$ cat config.mk
export PLATFORM = sky130hd
export DESIGN_NAME = dual_quadrature_decoder_flat
export DESIGN_NICKNAME = d
export VERILOG_FILES = /design/src/rtl/qdec_pkg.sv /design/src/rtl/qdec_if.sv /design/src/rtl/dual_quadrature_decoder.sv /design/src/rtl/qdec_apb_regs.sv /design/src/rtl/qdec_channel.sv /design/src/flat_wrapper.sv
export SDC_FILE = /design/constraint.sdc
export NUM_CORES = 1
export LEC_CHECK = 0
export BUFFER_PORTS_ARGS = -buffer_cell sky130_fd_sc_hd__buf_2
export CAP_MARGIN = 20
export CORE_MARGIN = 10
export CORE_UTILIZATION = 36
export CTS_BUF_LIST = sky130_fd_sc_hd__clkbuf_8 sky130_fd_sc_hd__clkbuf_16
export DETAILED_ROUTE_END_ITERATION = 10
export PLACE_DENSITY = 0.65
export SKIP_LAST_GASP = 1
export SYNTH_ARGS = -nofsm -noshare
export SYNTH_HDL_FRONTEND = slang
export SYNTH_SLANG_ARGS = --single-unit
$ cat constraint.sdc
create_clock -name clk -period 5.6 [get_ports clk]
set_input_delay 1.12 -clock clk [delete_from_list [all_inputs] [get_ports clk]]
set_output_delay 1.12 -clock clk [all_outputs]
set_load 0.03 [all_outputs]
$ cat src/rtl/qdec_pkg.sv
// ----------------------------------------------------------------------------
// qdec_pkg
// Shared widths, register codes and types of the dual quadrature decoder.
// ----------------------------------------------------------------------------
package qdec_pkg;

    // result count field width and default internal count width
    localparam int OUT_COUNT_W     = 32;
    localparam int COUNT_WIDTH_DEF = 32;

    // configuration port
    localparam int APB_ADDR_W = 3;
    localparam int APB_DATA_W = 32;

    // register index codes, taken from paddr[2]
    localparam logic REG_LEFT_REVERSE  = 1'b0;
    localparam logic REG_RIGHT_REVERSE = 1'b1;

    // register reset values
    localparam logic LEFT_REVERSE_RST  = 1'b0;
    localparam logic RIGHT_REVERSE_RST = 1'b1;

    // item kinds
    localparam logic KIND_SAMPLE = 1'b0;
    localparam logic KIND_CLEAR  = 1'b1;

    // per-channel decode flags
    typedef struct packed {
        logic dir;
        logic dbl;
    } chan_flags_t;

    // configuration handed from the register block to the datapath
    typedef struct packed {
        logic left_reverse;
        logic right_reverse;
    } qdec_cfg_t;

endpackage

$ cat src/rtl/qdec_if.sv
// ----------------------------------------------------------------------------
// qdec_if
// Valid/ready channels for pin samples and decoded results.
// ----------------------------------------------------------------------------
interface qdec_in_if;
    logic valid;
    logic ready;
    logic kind;
    logic left_a;
    logic left_b;
    logic right_a;
    logic right_b;

    modport source (
        output valid, kind, left_a, left_b, right_a, right_b,
        input  ready
    );
    modport sink (
        input  valid, kind, left_a, left_b, right_a, right_b,
        output ready
    );
endinterface

interface qdec_out_if;
    logic               valid;
    logic               ready;
    logic signed [31:0] left_count;
    logic signed [31:0] right_count;
    logic               left_direction;
    logic               right_direction;
    logic               left_double_change;
    logic               right_double_change;

    modport source (
        output valid, left_count, right_count, left_direction, right_direction,
               left_double_change, right_double_change,
        input  ready
    );
    modport sink (
        input  valid, left_count, right_count, left_direction, right_direction,
               left_double_change, right_double_change,
        output ready
    );
endinterface

$ cat src/rtl/dual_quadrature_decoder.sv
// ----------------------------------------------------------------------------
// dual_quadrature_decoder
// Decodes a left and a right quadrature encoder at four counts per encoder cycle.
//
// Usage: each beat on in_ch is either a pin sample (kind 0) with the four
// phase levels, or a clear (kind 1) that zeroes both counts. Every beat
// produces exactly one beat on out_ch with both counts, the last decoded
// directions and the double-change flags of that sample.
// An input beat passes the input register, then is decoded into the result
// register. Throughput is one beat per cycle while out_ch does not stall;
// the count update of one sample is a single step up or down per channel, or none.
// When out_ch stalls, the result register holds and the input register
// still takes one more beat; in_ch.ready then drops until the result moves.
// Reset clears both counts, sets both directions forward, clears the
// primed flag so the first sample only records the pin levels, and loads
// the reverse registers (left 0, right 1). The APB port sets the reverse
// bits at byte addresses 0 (left) and 4 (right), always ready.
// ----------------------------------------------------------------------------
module dual_quadrature_decoder #(
    parameter int COUNT_WIDTH = qdec_pkg::COUNT_WIDTH_DEF
) (
    input  logic                            clk,
    input  logic                            rst_n,
    qdec_in_if.sink                         in_ch,
    qdec_out_if.source                      out_ch,
    input  logic                            psel,
    input  logic                            penable,
    input  logic                            pwrite,
    input  logic [qdec_pkg::APB_ADDR_W-1:0] paddr,
    input  logic [qdec_pkg::APB_DATA_W-1:0] pwdata,
    output logic [qdec_pkg::APB_DATA_W-1:0] prdata,
    output logic                            pready
);
    import qdec_pkg::*;

    qdec_cfg_t cfg;

    // input register
    logic       in_valid_reg;
    logic       in_kind_reg;
    logic [3:0] in_pins_reg;

    // decoder state
    logic [3:0]             prev_pins_reg;
    logic                   primed_reg;
    logic [COUNT_WIDTH-1:0] left_pos_reg;
    logic [COUNT_WIDTH-1:0] right_pos_reg;
    logic                   left_dir_reg;
    logic                   right_dir_reg;

    // result register
    logic                   out_valid_reg;
    logic [COUNT_WIDTH-1:0] out_left_reg;
    logic [COUNT_WIDTH-1:0] out_right_reg;
    logic                   out_left_dir_reg;
    logic                   out_right_dir_reg;
    logic                   out_left_dbl_reg;
    logic                   out_right_dbl_reg;

    logic [COUNT_WIDTH-1:0] left_pos_next;
    logic [COUNT_WIDTH-1:0] right_pos_next;
    logic [COUNT_WIDTH-1:0] left_step_cnt;
    logic [COUNT_WIDTH-1:0] right_step_cnt;
    logic                   left_dir_next;
    logic                   right_dir_next;
    logic                   left_dbl_next;
    logic                   right_dbl_next;
    chan_flags_t            left_flags;
    chan_flags_t            right_flags;

    logic advance;
    logic in_accept;
    logic is_clear;

    qdec_apb_regs u_regs (
        .clk     (clk),
        .rst_n   (rst_n),
        .psel    (psel),
        .penable (penable),
        .pwrite  (pwrite),
        .paddr   (paddr),
        .pwdata  (pwdata),
        .prdata  (prdata),
        .pready  (pready),
        .cfg     (cfg)
    );

    // pipeline handshake
    assign advance     = in_valid_reg && (!out_valid_reg || out_ch.ready);
    assign in_ch.ready = !in_valid_reg || advance;
    assign in_accept   = in_ch.valid && in_ch.ready;
    assign is_clear    = (in_kind_reg == KIND_CLEAR);

    // input register
    always_ff @(posedge clk or negedge rst_n)
    begin
        if (!rst_n)
            in_valid_reg <= 1'b0;
        else if (in_ch.ready)
            in_valid_reg <= in_ch.valid;
    end

    always_ff @(posedge clk)
    begin
        if (in_accept)
        begin
            in_kind_reg <= in_ch.kind;
            in_pins_reg <= {in_ch.right_b, in_ch.right_a, in_ch.left_b, in_ch.left_a};
        end
    end

    // per-channel decode
    qdec_channel #(.COUNT_WIDTH(COUNT_WIDTH)) u_left (
        .primed     (primed_reg),
        .a          (in_pins_reg[0]),
        .b          (in_pins_reg[1]),
        .prev_a     (prev_pins_reg[0]),
        .prev_b     (prev_pins_reg[1]),
        .reverse    (cfg.left_reverse),
        .count      (left_pos_reg),
        .dir        (left_dir_reg),
        .count_next (left_step_cnt),
        .flags      (left_flags)
    );

    qdec_channel #(.COUNT_WIDTH(COUNT_WIDTH)) u_right (
        .primed     (primed_reg),
        .a          (in_pins_reg[2]),
        .b          (in_pins_reg[3]),
        .prev_a     (prev_pins_reg[2]),
        .prev_b     (prev_pins_reg[3]),
        .reverse    (cfg.right_reverse),
        .count      (right_pos_reg),
        .dir        (right_dir_reg),
        .count_next (right_step_cnt),
        .flags      (right_flags)
    );

    // clear item zeroes counts and keeps directions and pin history
    always_comb
    begin
        if (is_clear)
        begin
            left_pos_next  = '0;
            right_pos_next = '0;
            left_dir_next  = left_dir_reg;
            right_dir_next = right_dir_reg;
            left_dbl_next  = 1'b0;
            right_dbl_next = 1'b0;
        end
        else
        begin
            left_pos_next  = left_step_cnt;
            right_pos_next = right_step_cnt;
            left_dir_next  = left_flags.dir;
            right_dir_next = right_flags.dir;
            left_dbl_next  = left_flags.dbl;
            right_dbl_next = right_flags.dbl;
        end
    end

    // decoder state update
    always_ff @(posedge clk or negedge rst_n)
    begin
        if (!rst_n)
        begin
            prev_pins_reg <= '0;
            primed_reg    <= 1'b0;
            left_pos_reg  <= '0;
            right_pos_reg <= '0;
            left_dir_reg  <= 1'b1;
            right_dir_reg <= 1'b1;
        end
        else if (advance)
        begin
            left_pos_reg  <= left_pos_next;
            right_pos_reg <= right_pos_next;
            left_dir_reg  <= left_dir_next;
            right_dir_reg <= right_dir_next;
            if (!is_clear)
            begin
                prev_pins_reg <= in_pins_reg;
                primed_reg    <= 1'b1;
            end
        end
    end

    // result register
    always_ff @(posedge clk or negedge rst_n)
    begin
        if (!rst_n)
            out_valid_reg <= 1'b0;
        else if (advance)
            out_valid_reg <= 1'b1;
        else if (out_ch.ready)
            out_valid_reg <= 1'b0;
    end

    always_ff @(posedge clk)
    begin
        if (advance)
        begin
            out_left_reg      <= left_pos_next;
            out_right_reg     <= right_pos_next;
            out_left_dir_reg  <= left_dir_next;
            out_right_dir_reg <= right_dir_next;
            out_left_dbl_reg  <= left_dbl_next;
            out_right_dbl_reg <= right_dbl_next;
        end
    end

    // result beat, counts carry their low bits, or are zero-extended when narrower
    assign out_ch.valid               = out_valid_reg;
    assign out_ch.left_direction      = out_left_dir_reg;
    assign out_ch.right_direction     = out_right_dir_reg;
    assign out_ch.left_double_change  = out_left_dbl_reg;
    assign out_ch.right_double_change = out_right_dbl_reg;

    generate
        if (COUNT_WIDTH >= OUT_COUNT_W)
        begin : g_trunc
            assign out_ch.left_count  = out_left_reg[OUT_COUNT_W-1:0];
            assign out_ch.right_count = out_right_reg[OUT_COUNT_W-1:0];
        end
        else
        begin : g_zext
            assign out_ch.left_count  = {{(OUT_COUNT_W-COUNT_WIDTH){1'b0}}, out_left_reg};
            assign out_ch.right_count = {{(OUT_COUNT_W-COUNT_WIDTH){1'b0}}, out_right_reg};
        end
    endgenerate

endmodule

$ cat src/rtl/qdec_apb_regs.sv
// ----------------------------------------------------------------------------
// qdec_apb_regs
// APB register block holding the left and right reverse bits.
// ----------------------------------------------------------------------------
module qdec_apb_regs (
    input  logic                         clk,
    input  logic                         rst_n,
    input  logic                         psel,
    input  logic                         penable,
    input  logic                         pwrite,
    input  logic [qdec_pkg::APB_ADDR_W-1:0] paddr,
    input  logic [qdec_pkg::APB_DATA_W-1:0] pwdata,
    output logic [qdec_pkg::APB_DATA_W-1:0] prdata,
    output logic                         pready,
    output qdec_pkg::qdec_cfg_t          cfg
);
    import qdec_pkg::*;

    logic left_reverse_reg;
    logic right_reverse_reg;
    logic wr_en;
    logic reg_sel;

    assign pready  = 1'b1;
    assign reg_sel = paddr[2];
    assign wr_en   = psel && penable && pwrite && pready;

    // register writes
    always_ff @(posedge clk or negedge rst_n)
    begin
        if (!rst_n)
        begin
            left_reverse_reg  <= LEFT_REVERSE_RST;
            right_reverse_reg <= RIGHT_REVERSE_RST;
        end
        else if (wr_en)
        begin
            case (reg_sel)
                REG_LEFT_REVERSE:  left_reverse_reg  <= pwdata[0];
                REG_RIGHT_REVERSE: right_reverse_reg <= pwdata[0];
                default:           ;
            endcase
        end
    end

    // read mux
    always_comb
    begin
        prdata = '0;
        case (reg_sel)
            REG_LEFT_REVERSE:  prdata[0] = left_reverse_reg;
            REG_RIGHT_REVERSE: prdata[0] = right_reverse_reg;
            default:           prdata    = '0;
        endcase
    end

    assign cfg.left_reverse  = left_reverse_reg;
    assign cfg.right_reverse = right_reverse_reg;

endmodule

$ cat src/rtl/qdec_channel.sv
// ----------------------------------------------------------------------------
// qdec_channel
// Single-channel x4 quadrature step decode: next count, direction and
// double-change flag from the current and previous phase levels.
// ----------------------------------------------------------------------------
module qdec_channel #(
    parameter int COUNT_WIDTH = qdec_pkg::COUNT_WIDTH_DEF
) (
    input  logic                    primed,
    input  logic                    a,
    input  logic                    b,
    input  logic                    prev_a,
    input  logic                    prev_b,
    input  logic                    reverse,
    input  logic [COUNT_WIDTH-1:0]  count,
    input  logic                    dir,
    output logic [COUNT_WIDTH-1:0]  count_next,
    output qdec_pkg::chan_flags_t   flags
);
    import qdec_pkg::*;

    logic da;
    logic db;
    logic step;
    logic fwd;

    // edge detect against the previous sample
    assign da   = a ^ prev_a;
    assign db   = b ^ prev_b;
    assign step = primed && (da ^ db);

    // A edge: equal phases is forward; B edge: unequal phases is forward
    assign fwd = da ? (a == b) : (a != b);

    // count up or down, reverse flips the sense
    always_comb
    begin
        count_next = count;
        if (step)
        begin
            if (fwd ^ reverse)
                count_next = count + {{(COUNT_WIDTH-1){1'b0}}, 1'b1};
            else
                count_next = count - {{(COUNT_WIDTH-1){1'b0}}, 1'b1};
        end
    end

    assign flags.dir = step ? fwd : dir;
    assign flags.dbl = primed && da && db;

endmodule

$ cat src/flat_wrapper.sv
// flat-port wrapper written by rule: the top's interface ports become plain ports
module dual_quadrature_decoder_flat import qdec_pkg::*;
#(
    parameter int COUNT_WIDTH = qdec_pkg::COUNT_WIDTH_DEF
)
  (clk, rst_n, psel, penable, pwrite, paddr, pwdata, prdata, pready, in_ch_valid, in_ch_kind, in_ch_left_a, in_ch_left_b, in_ch_right_a, in_ch_right_b, in_ch_ready, out_ch_valid, out_ch_left_count, out_ch_right_count, out_ch_left_direction, out_ch_right_direction, out_ch_left_double_change, out_ch_right_double_change, out_ch_ready);
  qdec_in_if in_ch_i ();
  qdec_out_if out_ch_i ();
  input  logic clk;
  input  logic rst_n;
  input  logic psel;
  input  logic penable;
  input  logic pwrite;
  input  logic [qdec_pkg::APB_ADDR_W-1:0] paddr;
  input  logic [qdec_pkg::APB_DATA_W-1:0] pwdata;
  output logic [qdec_pkg::APB_DATA_W-1:0] prdata;
  output logic pready;
  input wire logic [$bits(in_ch_i.valid)-1:0] in_ch_valid;
  input wire logic [$bits(in_ch_i.kind)-1:0] in_ch_kind;
  input wire logic [$bits(in_ch_i.left_a)-1:0] in_ch_left_a;
  input wire logic [$bits(in_ch_i.left_b)-1:0] in_ch_left_b;
  input wire logic [$bits(in_ch_i.right_a)-1:0] in_ch_right_a;
  input wire logic [$bits(in_ch_i.right_b)-1:0] in_ch_right_b;
  output wire logic [$bits(in_ch_i.ready)-1:0] in_ch_ready;
  output wire logic [$bits(out_ch_i.valid)-1:0] out_ch_valid;
  output wire logic [$bits(out_ch_i.left_count)-1:0] out_ch_left_count;
  output wire logic [$bits(out_ch_i.right_count)-1:0] out_ch_right_count;
  output wire logic [$bits(out_ch_i.left_direction)-1:0] out_ch_left_direction;
  output wire logic [$bits(out_ch_i.right_direction)-1:0] out_ch_right_direction;
  output wire logic [$bits(out_ch_i.left_double_change)-1:0] out_ch_left_double_change;
  output wire logic [$bits(out_ch_i.right_double_change)-1:0] out_ch_right_double_change;
  input wire logic [$bits(out_ch_i.ready)-1:0] out_ch_ready;
  assign in_ch_i.valid = in_ch_valid;
  assign in_ch_i.kind = in_ch_kind;
  assign in_ch_i.left_a = in_ch_left_a;
  assign in_ch_i.left_b = in_ch_left_b;
  assign in_ch_i.right_a = in_ch_right_a;
  assign in_ch_i.right_b = in_ch_right_b;
  assign in_ch_ready = in_ch_i.ready;
  assign out_ch_valid = out_ch_i.valid;
  assign out_ch_left_count = out_ch_i.left_count;
  assign out_ch_right_count = out_ch_i.right_count;
  assign out_ch_left_direction = out_ch_i.left_direction;
  assign out_ch_right_direction = out_ch_i.right_direction;
  assign out_ch_left_double_change = out_ch_i.left_double_change;
  assign out_ch_right_double_change = out_ch_i.right_double_change;
  assign out_ch_i.ready = out_ch_ready;
  dual_quadrature_decoder #(.COUNT_WIDTH(COUNT_WIDTH)) u_core (.clk(clk), .rst_n(rst_n), .in_ch(in_ch_i), .out_ch(out_ch_i), .psel(psel), .penable(penable), .pwrite(pwrite), .paddr(paddr), .pwdata(pwdata), .prdata(prdata), .pready(pready));
endmodule
After elaboration in Yosys (flattened, before gate mapping)

Cells that the tools add are included.

Register bits: 148
Input port bits: 47
Output and inout bits: 103
Word-level logic and storage cells: 69

Multiplexer cells: 15
Equality and inequality tests: 4
Add/sub/neg operators: 4
Reduce and logical (&&, ||, !) cells: 18
Bitwise logic cells: 10

Operators by type and width:

| cell                                                                  | count |
|---|---|
| 32-bit 2-to-1 mux                                                     | 6 |
| 32-bit by 1-bit adder with 32-bit output (second input constant)      | 2 |
| 32-bit by 1-bit subtractor with 32-bit output (second input constant) | 2 |
| 1-bit logical AND                                                     | 10 |
| 1-bit 2-to-1 mux                                                      | 8 |
| 1-bit bitwise XOR                                                     | 8 |
| 2-bit AND reduction                                                   | 3 |
| 1-bit equality test                                                   | 2 |
| 1-bit logical NOT                                                     | 2 |
| 1-bit logical OR                                                      | 2 |
| 1-bit inequality test                                                 | 2 |
| 1-bit inverter                                                        | 2 |
| 1-bit case mux with 2 select lines                                    | 1 |
| 2-bit nonzero test                                                    | 1 |

Logic depth before layout (Yosys ltp)

Gate-level depths: netlist (run 1).

Depth in word-level cells: 6
Gate-level depth with buffers: 13
Depth with buffers taken out: 9

By module

Synthesis (run 1) repeated with hierarchy kept, for this count alone.

Cell total of the unflattened synthesis: 908
Area total of the unflattened synthesis: 9323.9 sq um

By module, submodules not included:

| module                         | times used | area each (sq um) | cells each |
|---|---|---|---|
| dual_quadrature_decoder        | 1          | 5424.0            | 308 |
| qdec_channel at u_core.u_right | 1          | 1868.0            | 298 |
| qdec_channel at u_core.u_left  | 1          | 1669.1            | 259 |
| qdec_apb_regs                  | 1          | 362.8             | 43 |

Worst setup path before layout (run 1)

Ideal clock, no wire load.

Kind: input -> register
From: input out_ch_ready
To: register u_core.left_pos_reg[21]
Data required time: 5474 ps
Cell stages on the path: 6
Data arrival time: 3895 ps
Buffers on the path: 1
Setup slack: 1579 ps
Path through: nand2b_1 nand2_1 clkinv_1 clkbuf_1 nand4_1 o211ai_1

Word-level cells in the longest chain between the ends: 2

RTL lines:

| what                 | RTL line                       | RTL |
|---|---|---|
| from (decl)          | flat_wrapper.sv:32             | `input wire logic [$bits(out_ch_i.ready)-1:0] out_ch_ready;` |
| 1-bit logical OR     | dual_quadrature_decoder.sv:89  | `assign advance = in_valid_reg && (!out_valid_reg \|\| out_ch.ready);` |
| 1-bit logical AND    | dual_quadrature_decoder.sv:89  |  |
| via u_core.advance   | dual_quadrature_decoder.sv:71  | `logic advance;` |
| to (signal assigned) | dual_quadrature_decoder.sv:176 | `left_pos_reg <= left_pos_next;` |
| to (decl)            | dual_quadrature_decoder.sv:46  | `logic [COUNT_WIDTH-1:0] left_pos_reg;` |

The timed path passes the listed nets, and every way through them passes these cells.
A chain may end at the register's enable or synchronous reset.

Worst setup path after layout (run 1)

From: register u_core.in_pins_reg[3]
To: register u_core.out_right_reg[24] (netlist: u_core.out_ch.right_count[24]) (data pin)

Word-level cells in the longest chain between the ends: 6

RTL lines:

| what                                                         | RTL line                       | RTL |
|---|---|---|
| from (decl)                                                  | dual_quadrature_decoder.sv:41  | `logic [3:0] in_pins_reg;` |
| from (signal assigned)                                       | dual_quadrature_decoder.sv:108 | `in_pins_reg <= {in_ch.right_b, in_ch.right_a, in_ch.left_b, in_ch.left_a};` |
| 1-bit inequality test or 1-bit equality test (tied branches) | qdec_channel.sv:33             | `assign fwd = da ? (a == b) : (a != b);` |
| 1-bit 2-to-1 mux                                             | qdec_channel.sv:33             |  |
| 1-bit bitwise XOR                                            | qdec_channel.sv:41             | `if (fwd ^ reverse)` |
| 32-bit 2-to-1 mux                                            | qdec_channel.sv:41             |  |
| 32-bit 2-to-1 mux (*)                                        | qdec_channel.sv:39             | `if (step)` |
| 32-bit 2-to-1 mux (*)                                        | dual_quadrature_decoder.sv:142 | `if (is_clear)` |
| via u_core.right_pos_next[24]                                | dual_quadrature_decoder.sv:61  | `logic [COUNT_WIDTH-1:0] right_pos_next;` |
| to (signal assigned)                                         | dual_quadrature_decoder.sv:204 | `out_right_reg <= right_pos_next;` |
| to (decl)                                                    | dual_quadrature_decoder.sv:54  | `logic [COUNT_WIDTH-1:0] out_right_reg;` |

Mark *: on every way through the listed nets, which the timed path passes. The rest lies on a longest branch.

==> results of run 1 <==
-- worst max-delay path: stages (launching register included) --
cell and delay (ns):
edfxtp_1 0.47, xor3_1 0.50, xnor2_1 0.15, ha_1 0.26, or3_1 0.37, o41a_1 0.43, o22ai_1 0.53, nor2_1 0.23
o22ai_1 0.23, mux2_2 0.37
-- metal layers --
layer  global-route usage  wire length, um  vias to the layer above
li1                     -                -                     4307
met1                0.206            12800                     4377
met2                0.268            14100                      348
met3               0.0305             1770                       50
met4               0.0577              678                        0
met5                    0                0                        -
-- cell families after synthesis --
logic type                 after synthesis  share of synthesized area
AOI/OAI and AO/OA                      217                      0.152
muxes                                   38                     0.0386
adders and majority gates                2                    0.00245
DFF                                    148                      0.399
xor gates and xnor gates                55                     0.0535
and+or+nand+nor                        554                      0.281
other                                    2                   0.000735
buffers and inverters                  160                     0.0731
-- power breakdown --
group | switching, mW | total, mW | internal (mW)
Sequential | 0.623 | 2.13 | 1.51
Combinational | 1.70 | 2.65 | 0.943
Clock | 0.490 | 1.28 | 0.786
Total | 2.82 | 6.06 | 3.24
-- metrics by stage --
step                      hold WS (ns)  power [mW]
after global routing             0.567        6.46
final                            0.513        6.06
after floorplan                  0.457        4.08
after global placement           0.492        4.72
after CTS                        0.515        6.04
after detailed placement         0.496        4.75
-- path summary, 6_finish.rpt --
kind                                       startpoint                             to  depth (start not counted)
worst max register to register  u_core.in_pins_reg[3]  u_core.out_ch.right_count[24]                          9
min in group asynchronous                       rst_n       u_core.right_pos_reg[18]                          1
worst min-delay path              u_core.in_valid_reg            u_core.out_ch.valid                          1
max in group asynchronous                       rst_n            u_core.left_dir_reg                          2
worst min register to register    u_core.in_valid_reg            u_core.out_ch.valid                          1
worst max-delay path            u_core.in_pins_reg[3]  u_core.out_ch.right_count[24]                          9
-- synth_stat cells (8+ instances only) --
| cell | n | area (um^2) |
|---|---|---|
| edfxtp_1 | 73 | 2190 |
| or4_1 | 28 | 210 |
| buf_4 | 32 | 240 |
| or2_2 | 10 | 62.6 |
| nand4_1 | 52 | 325 |
| o31ai_1 | 17 | 128 |
| xor2_1 | 17 | 149 |
| mux2_2 | 11 | 124 |
| inv_1 | 19 | 71.3 |
| or3_1 | 32 | 200 |
| clkbuf_1 | 84 | 315 |
| nor2_1 | 115 | 432 |
| a211o_1 | 8 | 70.1 |
| dfrtp_1 | 72 | 1800 |
| nand3_1 | 49 | 245 |
| a21o_1 | 13 | 97.6 |
| nand2_1 | 114 | 428 |
| mux2i_1 | 27 | 270 |
| o21ai_0 | 53 | 265 |
| buf_2 | 15 | 75.1 |
| o211ai_1 | 12 | 90.1 |
| xnor2_1 | 33 | 289 |
| and3_1 | 8 | 50.1 |
| nor3_1 | 62 | 310 |
| a21oi_1 | 33 | 165 |
| nor4_1 | 39 | 244 |
-- layout by cell type (no fill, tap or decap), types with 7 or more instances in the layout --
master,count
a211o_1,8
a21o_1,13
a21oi_1,33
and2_1,7
and3_1,8
buf_2,83
buf_4,12
clkbuf_16,17
conb_1,32
dfrtp_1,72
edfxtp_1,73
inv_1,20
mux2_2,11
mux2i_1,27
nand2_1,113
nand2b_1,7
nand3_1,49
nand4_1,52
nor2_1,115
nor3_1,62
nor4_1,39
nor4b_1,7
o211ai_1,12
o21ai_0,53
o22ai_1,7
o31ai_1,17
or2_2,10
or3_1,32
or4_1,28
xnor2_1,33
xor2_1,17
-- cell type report --
class | count | area (um^2)
Sequential cell | 148 | 4070
Inverter | 21 | 80.1
Fill cell | 2829 | 16600
Clock buffer | 17 | 425
Multi-Input combinational cell | 898 | 5510
Tap cell | 378 | 473
Clock inverter | 15 | 211
Timing Repair Buffer | 96 | 526
==> summary.txt, run 1 <==
Timing
  • Final setup violation count: 0
  • Unrepaired setup endpoints after global routing: false
  • Final Max Slew Viols: 0
  • Worst clock skew: 0.0124 ns
  • Worst Setup Slack, final: 1.82 ns
  • Final Hold Fails: 0
  • Tcrit/Tclk final: 0.676
  • Max-Slew Margin vs Limit: 0.355
  • Total negative slack: 0 ns
  • Worst-Margin Slew: 0.962 ns
  • Minimum clock period: 3.78 ns
  • Fmax: 264 MHz

Drt
  • TritonRoute pass-1 iters: 5
  • Antenna Nets Post-Route: 0
  • DR vias/cell: 5.77
  • Iteration-0 DRC Markers: 882
  • WL final: 29.3 mm
  • Vias: 9082
  • Final routed DRC violation total: 0
  • WL per Instance: 18.6 um

Logic synthesis
  • Gate Count Post-Synth: 1176
  • Post-synthesis sequential area ratio: 0.399
  • Synthesis Warnings: 0
  • Mapped Area: 10200 um^2
  • Post-synth EDFFs: 73
  • Post-Syn Area per Cell: 8.69 um^2
  • Predominant post-synthesis flop cell: edfxtp_1
  • Synth async-reset ratio: 0.507
  • Post-synthesis cell type count: 90
  • Yosys reg bits: 148

Clock tree
  • Hold Buf Count CTS: 0
  • Clock slew at reported path FFs: 0.06 ns
  • H-tree depth: 4
  • Clk Tree Root Cell: clkbuf_16
  • CTS tree: built
  • Clock Sinks: 148
  • CTS resizes: 0
  • Worst skew pair latency: 0.45 ns
  • CTS Buf Count: 17
  • Setup Fix Bufs, Post-CTS: 0
  • Clk buf depth: 2

Outcome
  • Status: finished clean

Place
  • Post-DP HPWL: 19.6 mm
  • Placement Setup Slack: 1.86 ns
  • Placed cells: 1540
  • I/O Buffers: 84
  • Placed cell area: 10600 um^2
  • Final GP Congestion: 0.914

Global route
  • Initial antenna violation count: 0
  • Total grt overflow: 0
  • Vias in the first global route: 8874
  • GRT Total Usage: 0.162
  • Pin count of the biggest net entering global routing: 85
  • First-pass GRT wire length: 47.5 mm

Die
  • Rows: 61
  • Die Wd: 188 um
  • Starting Density: 0.366
  • I/O pins: 150
  • Die area: 35500 um^2
  • Die Height: 188 um
  • CORE AREA: 27900 um^2

Pwr
  • Leakage: 4.31 nW
  • Power per Cell Area: 536 nW/um^2
  • VDD IR max: 0.000243 V

Cells and area
  • Final net count: 1231
  • Final cell count without fillers: 1573
  • Layout cells sized above 1: 0.137
  • Area Growth Syn to Fin: 10.6%
  • Layout Cell Area excl Fill: 11300 um^2
  • ANT cells: 0
  • Final core utilization: 0.405

Critical path
  • Critical path type: reg2reg
  • Internal reg-to-reg setup slack: 1.82 ns
  • Crit path capture type: flop
  • Worst setup SP type: flop
  • Arr. time, crit path: 3.98 ns
  • Worst-path maximum fanout: 6
  • Crit path required time: 5.79 ns

Hold path
  • Min-Delay Path Class: reg2reg

Job
  • Total of max-cap violations: 0
Note: power is estimated with default switching activity, not from simulation.
==> inputs of run 2 (changes only) <==
clock period = 3.9 ns   (was 5.6 ns; I/O delays follow)
==> summary.txt, run 2 (synthesis results as in run 1) <==
Clock tree
  • Hold Buf Count CTS: 0 (unchanged)
  • Worst skew pair latency: 0.44 ns (about the same)
  • Clk buf depth: 2 (unchanged)
  • CTS Buf Count: 17 (unchanged)
  • Clock slew at reported path FFs: 0.07 ns (about the same)
  • H-tree depth: 4 (unchanged)
  • Clock Sinks: 148 (unchanged)
  • CTS tree: built
  • CTS resizes: 0 (unchanged)
  • Clk Tree Root Cell: clkbuf_16
  • Setup Fix Bufs, Post-CTS: 0 (unchanged)

Place
  • Post-DP HPWL: 20.5 mm (+4.4%)
  • Final GP Congestion: 0.925 (+1.2%)
  • Placement Setup Slack: 0.269 ns (-1.59 ns)
  • I/O Buffers: 84 (unchanged)

Critical path
  • Most used cell, CP: o22ai_1
  • R2R cell count: 9 (unchanged)
  • CP cell instances: xor3_1, xnor2_1, ha_1, or3_1, o41a_1, o22ai_1, nor2_1, o22ai_1, mux2_2
  • Arr. time, crit path: 3.87 ns (-0.11 ns)
  • Worst setup SP type: flop
  • Reg2reg end: u_core.out_ch.right_count[24]
  • Slowest stage delay, CP: 0.59 ns (+0.06 ns)
  • Crit path required time: 4.09 ns (-1.70 ns)
  • Internal reg-to-reg setup slack: 0.22 ns (-1.60 ns)
  • Crit-path slowest cell: dfstp_2
  • Critical path type: reg2reg
  • Worst setup endpoint: u_core.out_ch.right_count[24]
  • Worst-path maximum fanout: 6 (unchanged)
  • Crit path capture type: flop
  • R2r startpoint: u_core.u_regs.right_reverse_reg
  • Worst Setup SP: u_core.u_regs.right_reverse_reg

Cells and area
  • Final net count: 1244 (+1.1%)
  • Most frequent cells in the layout: nor2_1, nand2_1, buf_2
  • Layout cells sized above 1: 0.148 (+0.0109)
  • ANT cells: 0 (unchanged)
  • Area Growth Syn to Fin: 11.1%
  • Commonest non-fill, non-tap cell in the layout: nor2_1
  • Filler cell count: 2861 (+1.1%)

Timing
  • Worst clock skew: 0.0160 ns (+0.00352 ns)
  • Fmax: 271 MHz (+2.7%)
  • Max-Slew Margin vs Limit: 0.319 (-0.0358)
  • Total negative slack: 0 ns (unchanged)
  • Minimum clock period: 3.68 ns (-0.0982 ns)
  • Final Max Slew Viols: 0 (unchanged)
  • Worst Setup Slack, final: 0.215 ns (-1.60 ns)
  • Worst-Margin Slew: 1.02 ns (+0.0571 ns)
  • Tcrit/Tclk final: 0.945 (+0.269)
  • Final Hold Fails: 0 (unchanged)
  • Unrepaired setup endpoints after global routing: false
  • Final setup violation count: 0 (unchanged)

Drt
  • WL final: 29.8 mm (+1.7%)
  • Final routed DRC violation total: 0 (unchanged)
  • TritonRoute pass-1 iters: 5 (unchanged)
  • DR vias/cell: 5.75 (-0.42%)
  • WL per Instance: 18.8 um (+0.86%)
  • Iteration-0 DRC Markers: 885 (+0.34%)
  • Antenna Nets Post-Route: 0 (unchanged)
  • Vias: 9119 (+0.41%)

Die
  • CORE AREA: 27900 um^2 (unchanged)
  • Die Wd: 188 um (unchanged)
  • Die Height: 188 um (unchanged)
  • Starting Density: 0.366 (unchanged)
  • Rows: 61 (unchanged)
  • Die area: 35500 um^2 (unchanged)
  • I/O pins: 150 (unchanged)

Hold path
  • Min-Delay Path Class: in2async

Global route
  • GRT Total Usage: 0.165 (+0.00369)
  • Initial antenna violation count: 0 (unchanged)
  • First-pass GRT wire length: 48.4 mm (+2.0%)
  • Total grt overflow: 0 (unchanged)
  • Pin count of the biggest net entering global routing: 113 (+33%)
  • Vias in the first global route: 8816 (-0.65%)

Pwr
  • VDD IR max: 0.000360 V (+48%)
  • Leakage: 4.36 nW (+0.97%)
  • Power per Cell Area: 762 nW/um^2 (+42%)

Outcome
  • Status: finished clean

Job
  • Total of max-cap violations: 0 (unchanged)
run 2: final cells by class:
cell class                      instances  area [um^2]  area share
Inverter                               21         80.1     0.00705
Multi-Input combinational cell        898         5510       0.486
Tap cell                              378          473      0.0417
Timing Repair Buffer                  109          623      0.0549
Clock buffer                           17          425      0.0375
Clock inverter                         15          166      0.0147
Sequential cell                       148         4070       0.359
run 2: report_power, final:
group	internal (mW)	total (mW)	switching [mW]
Sequential	2.16	3.06	0.898
Clock	0.913	1.69	0.780
Combinational	1.41	3.89	2.49
run 2: critical path: cells and delay by family, from the launching register on:
family                     cells  cell delay (ns)
DFF                            1             0.59
xor gates and xnor gates       2             0.50
AOI/OAI and AO/OA              3             1.13
adders and majority gates      1             0.27
muxes                          1             0.37
and+or+nand+nor                2             0.58
run 2: worst min-delay path by stage:
stage                                   start                       end  slack, ns  cells past startpoint
final                                   rst_n  u_core.right_pos_reg[25]       0.43                      1
after global routing               in_ch_kind        u_core.in_kind_reg       0.50                      1
after CTS                               rst_n  u_core.right_pos_reg[25]       0.48                      1
after detailed placement  u_core.in_valid_reg       u_core.out_ch.valid       0.50                      1
after global placement    u_core.in_valid_reg       u_core.out_ch.valid       0.49                      1
after floorplan           u_core.in_valid_reg       u_core.out_ch.valid       0.46                      1
run 2: routing by layer:
layer  share of wire  global-route usage  vias up
met1            0.43               0.212     4393
li1                -                   -     4356
met3           0.064              0.0312       38
met2            0.49               0.277      332
met5               0                   0        -
met4           0.016              0.0482        0
run 2: per-stage QoR:
stage	cell area [um^2]	hold WS [ns]	instances	utilization	power [mW]
finish	11400	0.432	1586	0.406	8.65
global route	11400	0.502	1586	0.406	9.24
CTS	11400	0.476	1586	0.406	8.64
detailed placement	10800	0.499	1554	0.385	6.92
global placement	10800	0.494	1554	0.385	6.87
floorplan	10300	0.457	1206	-	5.86
==> inputs of run 3 (changes only) <==
CORE_ASPECT_RATIO = 0.7   (was default)
==> summary.txt, run 3 (synthesis results as in run 1) <==
Outcome
  • Status: finished clean

Drt
  • Vias: 9384 (+2.9%)
  • Antenna Nets Post-Route: 0 (unchanged)
  • WL final: 32.2 mm (+8.2%)
  • DR vias/cell: 5.91 (+2.8%)
  • TritonRoute pass-1 iters: 5 (unchanged)
  • WL per Instance: 20.3 um (+8.1%)
  • Final routed DRC violation total: 0 (unchanged)
  • Iteration-0 DRC Markers: 1137 (+28%)

Die
  • Rows: 51 (-16%)
  • CORE AREA: 27900 um^2 (-0.17%)
  • Starting Density: 0.366 (+0.000640)
  • Die Wd: 221 um (+17%)
  • Die area: 35600 um^2 (+0.30%)
  • I/O pins: 150 (unchanged)
  • Die Height: 161 um (-15%)

Critical path
  • CP cell instances: xor3_1, xnor2_1, ha_1, nand3_1, or4_1, a2bb2oi_1, nor4bb_1, or3_1, o31ai_1
  • Delay-heaviest family, CP: simple AND/OR/NAND/NOR gates
  • Crit path required time: 4.08 ns (about the same)
  • Worst setup SP type: flop
  • Worst setup endpoint: u_core.out_ch.left_count[30]
  • Arr. time, crit path: 3.85 ns (-0.02 ns)
  • Worst-path maximum fanout: 6 (unchanged)
  • Worst path buffer plus inverter count: 0 (unchanged)
  • Reg2reg end: u_core.out_ch.left_count[30]
  • Critical path depth: 9 (unchanged)
  • Internal reg-to-reg setup slack: 0.24 ns (+0.02 ns)
  • R2r startpoint: u_core.in_pins_reg[1]
  • Worst Setup SP: u_core.in_pins_reg[1]
  • Crit-path slowest cell: or4_1
  • Critical path type: reg2reg
  • Crit path capture type: flop
  • Slowest stage delay, CP: 0.59 ns (about the same)
  • R2R cell count: 9 (unchanged)

Pwr
  • VDD IR max: 0.000270 V (-25%)
  • Power Total: 8.71 mW (+0.66%)
  • Leakage: 4.38 nW (+0.67%)
  • Power per Cell Area: 764 nW/um^2 (+0.28%)

Clock tree
  • Setup Fix Bufs, Post-CTS: 0 (unchanged)
  • Clock slew at reported path FFs: 0.07 ns (about the same)
  • Clock Sinks: 148 (unchanged)
  • Worst skew pair latency: 0.44 ns (about the same)
  • Hold Buf Count CTS: 0 (unchanged)
  • Clk buf depth: 2 (unchanged)
  • CTS tree: built
  • H-tree depth: 4 (unchanged)
  • CTS resizes: 0 (unchanged)
  • Clk Tree Root Cell: clkbuf_16
  • CTS Buf Count: 17 (unchanged)

Timing
  • Final Hold Fails: 0 (unchanged)
  • Worst clock skew: 0.0110 ns (-0.00502 ns)
  • Final Max Slew Viols: 0 (unchanged)
  • Unrepaired setup endpoints after global routing: false
  • Tcrit/Tclk final: 0.940 (-0.00524)
  • Worst Setup Slack, final: 0.236 ns (+0.0204 ns)
  • Total negative slack: 0 ns (unchanged)
  • Worst-Margin Slew: 0.827 ns (-0.193 ns)
  • Final setup violation count: 0 (unchanged)
  • Minimum clock period: 3.66 ns (-0.0204 ns)
  • Max-Slew Margin vs Limit: 0.443 (+0.124)
  • Fmax: 273 MHz (+0.56%)

Place
  • Post-DP HPWL: 22.6 mm (+10%)
  • Final GP Congestion: 0.956 (+3.3%)
  • Placed cells: 1556 (+0.13%)
  • Placement Setup Slack: 0.297 ns (+0.0277 ns)
  • I/O Buffers: 84 (unchanged)

Cells and area
  • ANT cells: 0 (unchanged)
  • Final net count: 1253 (+0.72%)
  • Layout cells sized above 1: 0.152 (+0.00396)
  • Area of the multi-input gates: 5510 um^2 (unchanged)
  • Most frequent cells in the layout: nor2_1, nand2_1, buf_2
  • Area Growth Syn to Fin: 11.5%
  • FF/Latch Area: 4070 um^2 (unchanged)
  • Final core utilization: 0.409 (+0.00224)
  • Commonest non-fill, non-tap cell in the layout: nor2_1
  • Final cell count without fillers: 1587 (+0.063%)
  • Filler cell count: 2792 (-2.4%)

Global route
  • Initial antenna violation count: 0 (unchanged)
  • GRT Total Usage: 0.176 (+0.0102)
  • Total grt overflow: 0 (unchanged)
  • Vias in the first global route: 8479 (-3.8%)
  • Pin count of the biggest net entering global routing: 113 (unchanged)
  • First-pass GRT wire length: 50.4 mm (+4.0%)

Job
  • Total of max-cap violations: 0 (unchanged)

Hold path
  • Min-Delay Path Class: in2async
-- run 3: cell count changes in the layout (fill, tap and decap cells not counted), sizes merged --
cell      previous run  this run
clkinv               7        10
clkbuf              17        18
inv                 28        21
clkinvlp             0         2
buf                109       118
-- run 3: how the worst min path moves through the flow --
stage	from	endpoint	slack, ns	depth (start not counted)
2_1_floorplan	u_core.in_valid_reg	u_core.out_ch.valid	0.46	1
5_1_grt	rst_n	u_core.left_pos_reg[20]	0.44	1
3_5_place_dp	u_core.right_pos_reg[31]	u_core.right_pos_reg[31]	0.50	1
3_3_place_gp	u_core.right_pos_reg[31]	u_core.right_pos_reg[31]	0.49	1
4_1_cts	rst_n	u_core.left_pos_reg[20]	0.42	1
6_report	rst_n	u_core.left_pos_reg[20]	0.39	1
-- run 3: metrics by stage --
step           instance area (um^2)  hold slack (ns)
3_5_place_dp                  10800            0.496
2_1_floorplan                 10300            0.457
3_3_place_gp                  10800            0.495
6_report                      11400            0.390
5_1_grt                       11400            0.443
4_1_cts                       11400            0.418
-- run 3: area by class of cell --
class | instances | share of cell area
multi-input cells | 898 | 0.484
flip-flops and latches | 148 | 0.357
repair buffers | 118 | 0.0628
well taps | 371 | 0.0407
clock buffers | 18 | 0.0385
clock inverters | 13 | 0.00977
inverters | 21 | 0.00703
-- run 3: power by group --
| part | internal, mW | switching (mW) |
|---|---|---|
| clock | 0.887 | 0.699 |
| sequential | 2.17 | 0.835 |
| combinational | 1.47 | 2.65 |
-- run 3: routing by layer --
layer / part of all wire / vias to the layer above / GRT usage
met5: 0 / - / 0
met4: 0.010 / 0 / 0.0373
met3: 0.094 / 23 / 0.0484
met2: 0.40 / 461 / 0.228
met1: 0.50 / 4516 / 0.274
li1: - / 4384 / -
